### src/hdl/cdq_pkg.sv
// Shared types and codes for the circular deque core.
package cdq_pkg;

    localparam logic [1:0] KIND_PUSH_REAR  = 2'd0;
    localparam logic [1:0] KIND_PUSH_FRONT = 2'd1;
    localparam logic [1:0] KIND_POP_REAR   = 2'd2;
    localparam logic [1:0] KIND_POP_FRONT  = 2'd3;

    localparam logic [1:0] STATUS_OK    = 2'd0;
    localparam logic [1:0] STATUS_FULL  = 2'd1;
    localparam logic [1:0] STATUS_EMPTY = 2'd2;

    typedef struct packed {
        logic [1:0]         kind;
        logic signed [31:0] push_value;
    } req_t;

    typedef struct packed {
        logic signed [31:0] pop_value;
        logic [1:0]         status;
        logic [4:0]         occupancy;
    } rsp_t;

    typedef enum logic [1:0] {
        S_IDLE,
        S_EXEC,
        S_LOAD
    } state_t;

    typedef struct packed {
        logic capture;
        logic exec;
        logic load;
    } cmd_t;

endpackage

### src/hdl/cdq_ctrl.sv
// Controller state machine of the circular deque core.
module cdq_ctrl (
    input  logic          clk,
    input  logic          rst_n,
    input  logic          req_valid,
    output logic          req_stall,
    output logic          rsp_valid,
    input  logic          rsp_stall,
    output cdq_pkg::cmd_t cmd
);
    import cdq_pkg::*;

    state_t state_reg;
    state_t state_next;
    logic   out_valid_reg;
    logic   out_valid_next;
    logic   out_free;

    assign out_free  = !out_valid_reg || !rsp_stall;
    assign req_stall = (state_reg != S_IDLE);
    assign rsp_valid = out_valid_reg;

    always_ff @(posedge clk or negedge rst_n)
    begin
        if (!rst_n)
        begin
            state_reg     <= S_IDLE;
            out_valid_reg <= 1'b0;
        end
        else
        begin
            state_reg     <= state_next;
            out_valid_reg <= out_valid_next;
        end
    end

    always_comb
    begin
        state_next = state_reg;
        cmd        = '0;
        unique case (state_reg)
            S_IDLE:
            begin
                if (req_valid)
                begin
                    cmd.capture = 1'b1;
                    state_next  = S_EXEC;
                end
            end
            S_EXEC:
            begin
                cmd.exec   = 1'b1;
                state_next = S_LOAD;
            end
            S_LOAD:
            begin
                // hold until the previous result beat has left
                if (out_free)
                begin
                    cmd.load   = 1'b1;
                    state_next = S_IDLE;
                end
            end
            default:
            begin
                state_next = S_IDLE;
            end
        endcase

        if (cmd.load)
            out_valid_next = 1'b1;
        else if (out_valid_reg && !rsp_stall)
            out_valid_next = 1'b0;
        else
            out_valid_next = out_valid_reg;
    end

endmodule

### src/hdl/cdq_datapath.sv
// Datapath of the circular deque core: ring memory, pointers, count, result register.
module cdq_datapath #(
    parameter int DEPTH      = 16,
    parameter int DATA_WIDTH = 32
) (
    input  logic          clk,
    input  logic          rst_n,
    input  cdq_pkg::cmd_t cmd,
    input  cdq_pkg::req_t req,
    output cdq_pkg::rsp_t rsp
);
    import cdq_pkg::*;

    localparam int AW = (DEPTH > 1) ? $clog2(DEPTH) : 1;
    localparam int CW = $clog2(DEPTH + 1);

    logic [DATA_WIDTH-1:0] mem [DEPTH];

    req_t                  req_reg;
    logic [AW-1:0]         head_reg, head_next;
    logic [AW-1:0]         tail_reg, tail_next;
    logic [CW-1:0]         count_reg, count_next;
    logic [1:0]            status_reg, status_next;
    logic                  pop_ok_reg, pop_ok_next;
    logic [DATA_WIDTH-1:0] rd_data_reg;
    rsp_t                  rsp_reg;

    logic                  wr_en, rd_en;
    logic [AW-1:0]         wr_addr, rd_addr;
    logic [DATA_WIDTH-1:0] wr_data;
    logic                  full, empty;
    logic signed [63:0]    push_wide;
    logic signed [DATA_WIDTH-1:0] rd_signed;
    logic signed [63:0]    pop_wide;
    logic [31:0]           count_wide;

    function automatic logic [AW-1:0] idx_next(input logic [AW-1:0] i);
        return (i == AW'(DEPTH - 1)) ? '0 : i + 1'b1;
    endfunction

    function automatic logic [AW-1:0] idx_prev(input logic [AW-1:0] i);
        return (i == '0) ? AW'(DEPTH - 1) : i - 1'b1;
    endfunction

    assign full      = (count_reg == CW'(DEPTH));
    assign empty     = (count_reg == '0);
    assign push_wide = 64'(req_reg.push_value);
    assign wr_data   = push_wide[DATA_WIDTH-1:0];

    always_comb
    begin
        head_next   = head_reg;
        tail_next   = tail_reg;
        count_next  = count_reg;
        status_next = STATUS_OK;
        pop_ok_next = 1'b0;
        wr_en       = 1'b0;
        rd_en       = 1'b0;
        wr_addr     = tail_reg;
        rd_addr     = head_reg;
        unique case (req_reg.kind)
            KIND_PUSH_REAR:
            begin
                if (full)
                    status_next = STATUS_FULL;
                else
                begin
                    wr_en      = cmd.exec;
                    wr_addr    = tail_reg;
                    tail_next  = idx_next(tail_reg);
                    count_next = count_reg + 1'b1;
                end
            end
            KIND_PUSH_FRONT:
            begin
                if (full)
                    status_next = STATUS_FULL;
                else
                begin
                    wr_en      = cmd.exec;
                    wr_addr    = idx_prev(head_reg);
                    head_next  = idx_prev(head_reg);
                    count_next = count_reg + 1'b1;
                end
            end
            KIND_POP_REAR:
            begin
                if (empty)
                    status_next = STATUS_EMPTY;
                else
                begin
                    rd_en       = cmd.exec;
                    rd_addr     = idx_prev(tail_reg);
                    tail_next   = idx_prev(tail_reg);
                    count_next  = count_reg - 1'b1;
                    pop_ok_next = 1'b1;
                end
            end
            KIND_POP_FRONT:
            begin
                if (empty)
                    status_next = STATUS_EMPTY;
                else
                begin
                    rd_en       = cmd.exec;
                    rd_addr     = head_reg;
                    head_next   = idx_next(head_reg);
                    count_next  = count_reg - 1'b1;
                    pop_ok_next = 1'b1;
                end
            end
            default:
            begin
                status_next = STATUS_OK;
            end
        endcase
    end

    always_ff @(posedge clk)
    begin
        if (wr_en)
            mem[wr_addr] <= wr_data;
        if (rd_en)
            rd_data_reg <= mem[rd_addr];
    end

    always_ff @(posedge clk or negedge rst_n)
    begin
        if (!rst_n)
        begin
            head_reg  <= '0;
            tail_reg  <= '0;
            count_reg <= '0;
        end
        else if (cmd.exec)
        begin
            head_reg  <= head_next;
            tail_reg  <= tail_next;
            count_reg <= count_next;
        end
    end

    always_ff @(posedge clk)
    begin
        if (cmd.capture)
            req_reg <= req;
        if (cmd.exec)
        begin
            status_reg <= status_next;
            pop_ok_reg <= pop_ok_next;
        end
        if (cmd.load)
            rsp_reg <= {pop_ok_reg ? pop_wide[31:0] : 32'sd0, status_reg, count_wide[4:0]};
    end

    // read word arrives in the load state; count already holds the after value
    assign rd_signed  = rd_data_reg;
    assign pop_wide   = 64'(rd_signed);
    assign count_wide = 32'(count_reg);
    assign rsp        = rsp_reg;

endmodule

### src/hdl/circular_deque_core.sv
// Top level of the circular deque core.
//
//  channel | direction | handshake          | payload
//  req     | in        | req_valid/req_stall | cdq_pkg::req_t (kind, push_value)
//  rsp     | out       | rsp_valid/rsp_stall | cdq_pkg::rsp_t (pop_value, status, occupancy)
//
// A request passes capture, execute (pointer update and ring write or read)
// and load of the result register after the ring's registered read; a new
// request is taken only when the last one is through, in the idle state.
// Reset clears pointers and count; the ring itself is not cleared.
// A stalled result beat holds the following request in the load state, with
// req_stall high, until the output register frees.
module circular_deque_core #(
    parameter int DEPTH      = 16,
    parameter int DATA_WIDTH = 32
) (
    input  logic          clk,
    input  logic          rst_n,
    input  logic          req_valid,
    output logic          req_stall,
    input  cdq_pkg::req_t req,
    output logic          rsp_valid,
    input  logic          rsp_stall,
    output cdq_pkg::rsp_t rsp
);
    import cdq_pkg::*;

    cmd_t cmd;

    cdq_ctrl u_ctrl (
        .clk       (clk),
        .rst_n     (rst_n),
        .req_valid (req_valid),
        .req_stall (req_stall),
        .rsp_valid (rsp_valid),
        .rsp_stall (rsp_stall),
        .cmd       (cmd)
    );

    cdq_datapath #(
        .DEPTH      (DEPTH),
        .DATA_WIDTH (DATA_WIDTH)
    ) u_datapath (
        .clk   (clk),
        .rst_n (rst_n),
        .cmd   (cmd),
        .req   (req),
        .rsp   (rsp)
    );

endmodule

### config.mk
export PLATFORM = sky130hd
export DESIGN_NAME = circular_deque_core
export DESIGN_NICKNAME = d
export VERILOG_FILES = /design/src/hdl/cdq_pkg.sv /design/src/hdl/cdq_ctrl.sv /design/src/hdl/cdq_datapath.sv /design/src/hdl/circular_deque_core.sv
export SDC_FILE = /design/constraint.sdc
export NUM_CORES = 1
export LEC_CHECK = 0
export BUFFER_PORTS_ARGS = -buffer_cell sky130_fd_sc_hd__buf_2
export CAP_MARGIN = 20
export CORE_MARGIN = 1.5
export CORE_UTILIZATION = 66
export DETAILED_ROUTE_END_ITERATION = 8
export PLACE_DENSITY_LB_ADDON = 0.25
export SETUP_SLACK_MARGIN = 0.05
export SYNTH_ARGS = -nofsm -noshare
export SYNTH_HDL_FRONTEND = slang
export SYNTH_SLANG_ARGS = --single-unit
### constraint.sdc
create_clock -name clk -period 8.1 [get_ports clk]
set_clock_uncertainty 0.15 [all_clocks]
set_input_delay 1.62 -clock clk [delete_from_list [all_inputs] [get_ports clk]]
set_output_delay 1.62 -clock clk [all_outputs]
set_load 0.03 [all_outputs]
=== Word-level counts from Yosys, hierarchy flattened ===
Memories as Yosys holds them, arrays and structs flattened. A register that Yosys moved wholly into a read port is not among the register bits.
Cells that the tools add are included.

* Bits in registers: 92
* Memory bits (read-only): 0
* Input bits: 38
* Memory bits (writable): 512
* Latch bits: 0
* Output and inout bits: 41
* Memories kept: 1

{| class="wikitable"
|+ Memories
! memory !! words !! bits a word !! read ports !! clocked after Yosys merged registers in !! write ports !! line !! text
|-
| u_datapath.mem || 16 || 32 || 1 || 1 || 1 || cdq_datapath.sv:17 || <nowiki>logic [DATA_WIDTH-1:0] mem [DEPTH];</nowiki>
|}

* Divide/modulo/power cells: 0
* Multipliers: 0
* Add/sub/neg operators: 6
* $lt $le $gt $ge: 0
* Reduce and logical (&&, ||, !) cells: 19
* Equal/unequal tests: 16
* Bitwise gates (word level): 0
* Mux-type cells: 37
* Shift-type cells: 0

{| class="wikitable"
|+ Operators with widths
! operator !! count
|-
| 4-bit two-way mux || 12
|-
| 4-bit case mux with 2 select lines || 2
|-
| 1-bit two-way mux || 15
|-
| 2-bit inequality test, second input constant || 7
|-
| 5-bit two-way mux || 2
|-
| 5-bit case mux with 2 select lines || 1
|-
| 4-bit by 1-bit adder with 4-bit output, second input constant || 2
|-
| 4-bit == test, second input constant || 2
|-
| 4-bit zero test || 2
|-
| 4-bit AND reduction || 2
|-
| 2-bit nonzero test || 4
|-
| 4-bit by 1-bit subtractor with 4-bit output, second input constant || 2
|-
| 2-bit == test, second input constant || 3
|-
| 2-bit two-way mux || 3
|-
| 2-bit case mux with 3 select lines || 1
|-
| 5-bit by 1-bit adder with 5-bit output, second input constant || 1
|-
| 5-bit == test, second input constant || 1
|-
| 5-bit zero test || 1
|-
| 5-bit by 1-bit subtractor with 5-bit output, second input constant || 1
|-
| 2-bit by 1-bit == test with 1-bit output, second input constant || 2
|-
| 2-bit zero test || 2
|-
| 2-bit case mux with 2 select lines || 1
|-
| 2-bit OR reduction || 2
|-
| 3-bit AND reduction || 1
|-
| other kinds (5) || 6
|}

=== Depth between registers and ports, before layout ===
* Depth in word-level cells: 6
* Gate-level depth with buffers: 12
* Mapped depth without buffers: 8

=== Hierarchy ===
Synthesis repeated with hierarchy kept, for this count alone.

* Cells, all modules: 1388
* Area total of the unflattened synthesis: 24633.6 um^2

{| class="wikitable"
|+ Modules (own cells, without submodules)
! module !! instances !! cells each !! sequential area each (um^2) !! area an instance (um^2)
|-
| cdq_datapath || 1 || 1373 || 18943.2 || 24493.5
|-
| cdq_ctrl || 1 || 15 || 75.1 || 140.1
|}

=== Least setup slack after synthesis ===
Ideal clock, no wire load.

* Path type: in2reg
* From: input rsp_stall
* To: register u_datapath.rsp_reg, in the netlist u_datapath.rsp[0] (enable)
* Required time: 7.502 ns
* Path slack: 4.000 ns
* Data arrival time: 3.502 ns
* Path buffers: 0
* Setup time: 0.448 ns
* Stages on the path: 1
* Path through: a21oi_1

* Word-level cells in the longest chain between the ends: 4

{| class="wikitable"
|+ Ends and longest elaborated chain
! item !! line !! text
|-
| from (decl) || circular_deque_core.sv:23 || <nowiki>input logic rsp_stall,</nowiki>
|-
| 1-bit zero test || cdq_ctrl.sv:19 || <nowiki>assign out_free = !out_valid_reg || !rsp_stall;</nowiki>
|-
| 1-bit logical OR || cdq_ctrl.sv:19 ||
|-
| 1-bit two-way mux || cdq_ctrl.sv:58 || <nowiki>if (out_free)</nowiki>
|-
| 1-bit two-way mux || cdq_ctrl.sv:41 || <nowiki>unique case (state_reg)</nowiki>
|-
| to (signal assigned) || cdq_datapath.sv:153 || <nowiki>rsp_reg <= {pop_ok_reg ? pop_wide[31:0] : 32'sd0, status_reg, count_wide[4:0]};</nowiki>
|-
| to (decl) || cdq_datapath.sv:26 || <nowiki>rsp_t rsp_reg;</nowiki>
|}

Every way passes these cells.
A chain may end at the register's enable or synchronous reset.

=== Worst setup path after layout ===
* From: register u_datapath.tail_reg[0]
* To: register u_datapath.rd_data_reg[28], read port of u_datapath.mem, data pin

* Word-level cells in the longest chain between the ends: 4
* Elaborated cells between the ends (all ways): 5
* Classes of those cells: 1 x add/sub; 3 x mux; 1 x reduce/logical

{| class="wikitable"
|+ Ends and longest elaborated chain
! item !! line !! text
|-
| from (decl) || cdq_datapath.sv:21 || <nowiki>logic [AW-1:0] tail_reg, tail_next;</nowiki>
|-
| from (signal assigned) || cdq_datapath.sv:138 || <nowiki>tail_reg <= tail_next;</nowiki>
|-
| 4-bit by 1-bit subtractor with 4-bit output / 4-bit zero test (equally long branches) || cdq_datapath.sv:42 || <nowiki>return (i == '0) ? AW'(DEPTH - 1) : i - 1'b1;</nowiki>
|-
| 4-bit two-way mux (*) || cdq_datapath.sv:42 ||
|-
| 4-bit two-way mux (*) || cdq_datapath.sv:88 || <nowiki>if (empty)</nowiki>
|-
| 4-bit two-way mux (*) || n/a ||
|-
| to (decl) || cdq_datapath.sv:25 || <nowiki>logic [DATA_WIDTH-1:0] rd_data_reg;</nowiki>
|}

Every way passes the cells marked *; elsewhere a longest branch is shown, timed or not.

==> run_results.csv <==
group,metric,value,unit
power,vdd_ir_drop_max,0.0002277,V
timing,slew_violations,0,
finish,seq_area,0.01902,mm²
synth,synth_area,0.02520,mm²
setup_path,cp_cell_sequence,"inv_1 -> ha_1 -> or3b_2 -> a21o_4 -> nand2_2 -> buf_4 -> nand2_1 -> buf_4 -> o22a_1 -> o311ai_1",
cts,clk_pin_slew,0.06,ns
synth,synth_edf_count,620,
global_routing,grt_pass1_vias,15053,
setup_path,crit_path_end_kind,"flop",
die,core-area,0.03767,mm²
global_routing,grt-ovfl-total,0,
place,dp.cells,2130,
finish,fin_cells,2242,
synth,synthArstFlopShare,2.516,%
die,initial_core_util,66.90,%
setup_path,cp-start-kind,"flop",
finish,syn_to_final_growth,11.94,%
cts,cts_tree,"yes",
cts,clk_path_buf_depth,3,
power,power.density,358.1,mW/mm²
finish,largest_register_ffs,512,
synth,post_synth.cell_area_avg,15.43,µm²
global_routing,grtUsageTotal,30.88,%
place,dpl.hpwl,31130,µm
setup_path,rrSetupSlack,3.30,ns
timing,slew_headroom,22.00,%
global_routing,grt_pass1_wl,89530,µm
timing,fin_crit,4.796,ns
timing,min_period_over_period,59.21,%
timing,fin_setup_tns,0,ns
timing,max_slew.worst_pin.slew,1.170,ns
die,ios,79,
setup_path,cpPeakStageDelay,0.86,ns
finish,num-fill-cells,2163,
cts,ctsHoldBuffers,0,
timing,rsz0062_at_grt,"false",
global_routing,antenna_found_initial,1,
setup_path,critPathSlowestCell,"nand2_1",
route,drc,0,
route,postRouteAntennaNets,0,
run,max_cap_viol_count,0,
timing,setup_viol,0,
cts,numCtsBuffers,59,
setup_path,cp_data_arrival_time,5.07,ns
place,portBuffers,78,
route,routed_wirelength,59150,µm
die,die_x,198.4,µm
cts,clock_latency,0.61,ns
die,dieArea,0.03936,mm²
cts,root_buffer,"clkbuf_16",
power,p_leak,9.405,nW
finish,nNetsFinal,1729,
synth,syn_nets,1679,
route,vias,15391,
finish,drive_gt1_share,13.76,%
outcome,status,"finished clean",
route,firstDrtPassIters,6,
cts,cts.sinks,636,
setup_path,crit_path_max_fanout,72,
timing,max_freq,0.2085,GHz
synth,synthCells,1633,
synth,synthFlopType,"edfxtp_1",
synth,yosysWarnings,0,
cts,post_cts_resized,0,
global_routing,grt_max_degree,92,
timing,hold_viol,0,
min_path,hold_path_class,"reg -> reg",
route,vias_per_cell,6.865,
synth,synth.ff_latch_count,636,
setup_path,cpMostUsedCell,"buf_4",
route,wl_per_cell,26.38,µm
finish,multi_input_area,0.005829,mm²
cts,ctsHtreeMaxLevel,2,
setup_path,critPathRequiredTime,8.37,ns
cts,cts_setup_buffers,0,
synth,synth_cell_types,56,
place,gp_congestion,0.8621,
route,drt_iter0_markers,2183,
setup_path,critical_path_class,"reg -> reg",
synth,ys_seq_area_share,75.48,%
die,rows,71,
die,die_h,198.4,µm
worst max-delay path, delay by kind of cell, from the launching register on:
| family | cells | cell delay (ns) |
|---|---|---|
| AOI/OAI and AO/OA | 3 | 0.75 |
| adders and majority gates | 1 | 0.33 |
| buffers and inverters | 3 | 1.27 |
| and+or+nand+nor | 3 | 1.53 |
| DFF | 1 | 0.55 |
final cells by class:
type / instances / share of cell area (%)
clock buffers: 76 / 5.789
flip-flops and latches: 636 / 67.42
multi-input cells: 856 / 20.67
diodes: 1 / 0.008872
well taps: 511 / 2.267
clock inverters: 32 / 1.091
inverters: 15 / 0.1996
repair buffers: 115 / 2.555
through the flow:
stage,hold WS [ns],utilization [%],area (µm²),worst slack (ns),power (W)
2_1_floorplan,0.2503,-,25200,4.000,0.006383
3_3_place_gp,0.2518,69.53,26190,3.501,0.007193
3_5_place_dp,0.2554,69.53,26190,3.384,0.007312
4_1_cts,0.2696,74.68,28130,3.365,0.01006
5_1_grt,0.2749,74.88,28200,3.120,0.01052
6_report,0.2694,74.89,28210,3.304,0.01010
routing by layer:
metal	up-vias	wire [µm]	track usage, %
li1	6617	-	-
met1	7569	23150	44.08
met2	1041	28020	48.71
met3	164	5727	4.340
met4	0	2246	12.84
met5	-	0	0
Yosys cell counts (3+ instances only):
cell | count | share of area [%]
nand2_1 | 89 | 1.3
buf_2 | 25 | 0.50
mux2_2 | 4 | 0.18
a32oi_1 | 60 | 2.1
dfrtp_1 | 16 | 1.6
and2_1 | 33 | 0.82
a22oi_1 | 33 | 0.98
a211o_1 | 3 | 0.10
o21ai_0 | 137 | 2.7
a211oi_1 | 9 | 0.27
edfxtp_1 | 620 | 74
o211ai_1 | 4 | 0.12
xor2_1 | 4 | 0.14
a21o_1 | 3 | 0.089
inv_1 | 15 | 0.22
or3_1 | 3 | 0.074
xnor2_1 | 6 | 0.21
o311ai_1 | 30 | 1.0
mux2i_1 | 67 | 2.7
nor2_1 | 28 | 0.42
nand2b_1 | 3 | 0.074
a21oi_1 | 47 | 0.93
ha_1 | 7 | 0.35
a21boi_0 | 30 | 0.89
buf_1 | 8 | 0.12
buf_4 | 3 | 0.089
nand3_1 | 122 | 2.4
a311oi_1 | 30 | 1.0
and3_1 | 35 | 0.87
clkbuf_1 | 90 | 1.3
a22o_1 | 4 | 0.14
o22a_1 | 31 | 1.1
cell usage in the layout (no fill, tap or decap), types with 4 or more instances in the layout:
cell type,count
a21boi_0,30
o21ai_0,137
ha_1,7
clkinv_2,7
nor2_1,11
nand3_1,122
nand2_1,89
o22a_1,31
a32oi_1,60
a21oi_1,45
inv_1,15
clkbuf_1,10
mux2_2,4
dfrtp_1,16
mux2i_1,67
a311oi_1,30
xor2_1,4
clkinv_1,14
buf_4,34
clkbuf_16,61
and2_1,32
clkbuf_8,5
bufinv_16,6
o211ai_1,4
nor2_4,18
a211oi_1,9
edfxtp_1,620
buf_2,78
a22oi_1,31
and3_1,35
o311ai_1,30
xnor2_1,6
kinds of logic (layout without fill, tap and decap cells):
family          Yosys count  in the layout  share of synthesized area, %
mux                      72             72                         2.885
compound gates          437            437                         12.08
flops                   636            636                         75.48
simple gates            329            329                         6.515
buf+inv                 141            238                         2.269
fa+ha+maj                 8              8                        0.4270
other cells               0              1                             0
xor+xnor                 10             10                        0.3476
path summary, 6_finish.rpt:
kind / depth (start not counted) / end / start
worst min-delay path: 0 / u_datapath.rsp[5] / u_datapath.status_reg[0]
worst max register to register: 10 / u_datapath.rd_data_reg[28] / u_datapath.tail_reg[0]
worst max-delay path: 10 / u_datapath.rd_data_reg[28] / u_datapath.tail_reg[0]
max in group asynchronous: 1 / u_ctrl.state_reg[0] / rst_n
worst min register to register: 0 / u_datapath.rsp[5] / u_datapath.status_reg[0]
min in group asynchronous: 1 / u_datapath.count_reg[4] / rst_n
power breakdown:
part	total [W]	internal, W	leakage [nW]	switching, W
Combinational	0.00311	0.00104	2.65	0.00207
Clock	0.00277	0.00160	0.943	0.00116
Sequential	0.00423	0.00401	5.81	0.000219
Total	0.0101	0.00665	9.40	0.00345
Note: power is estimated with default switching activity, not from simulation.
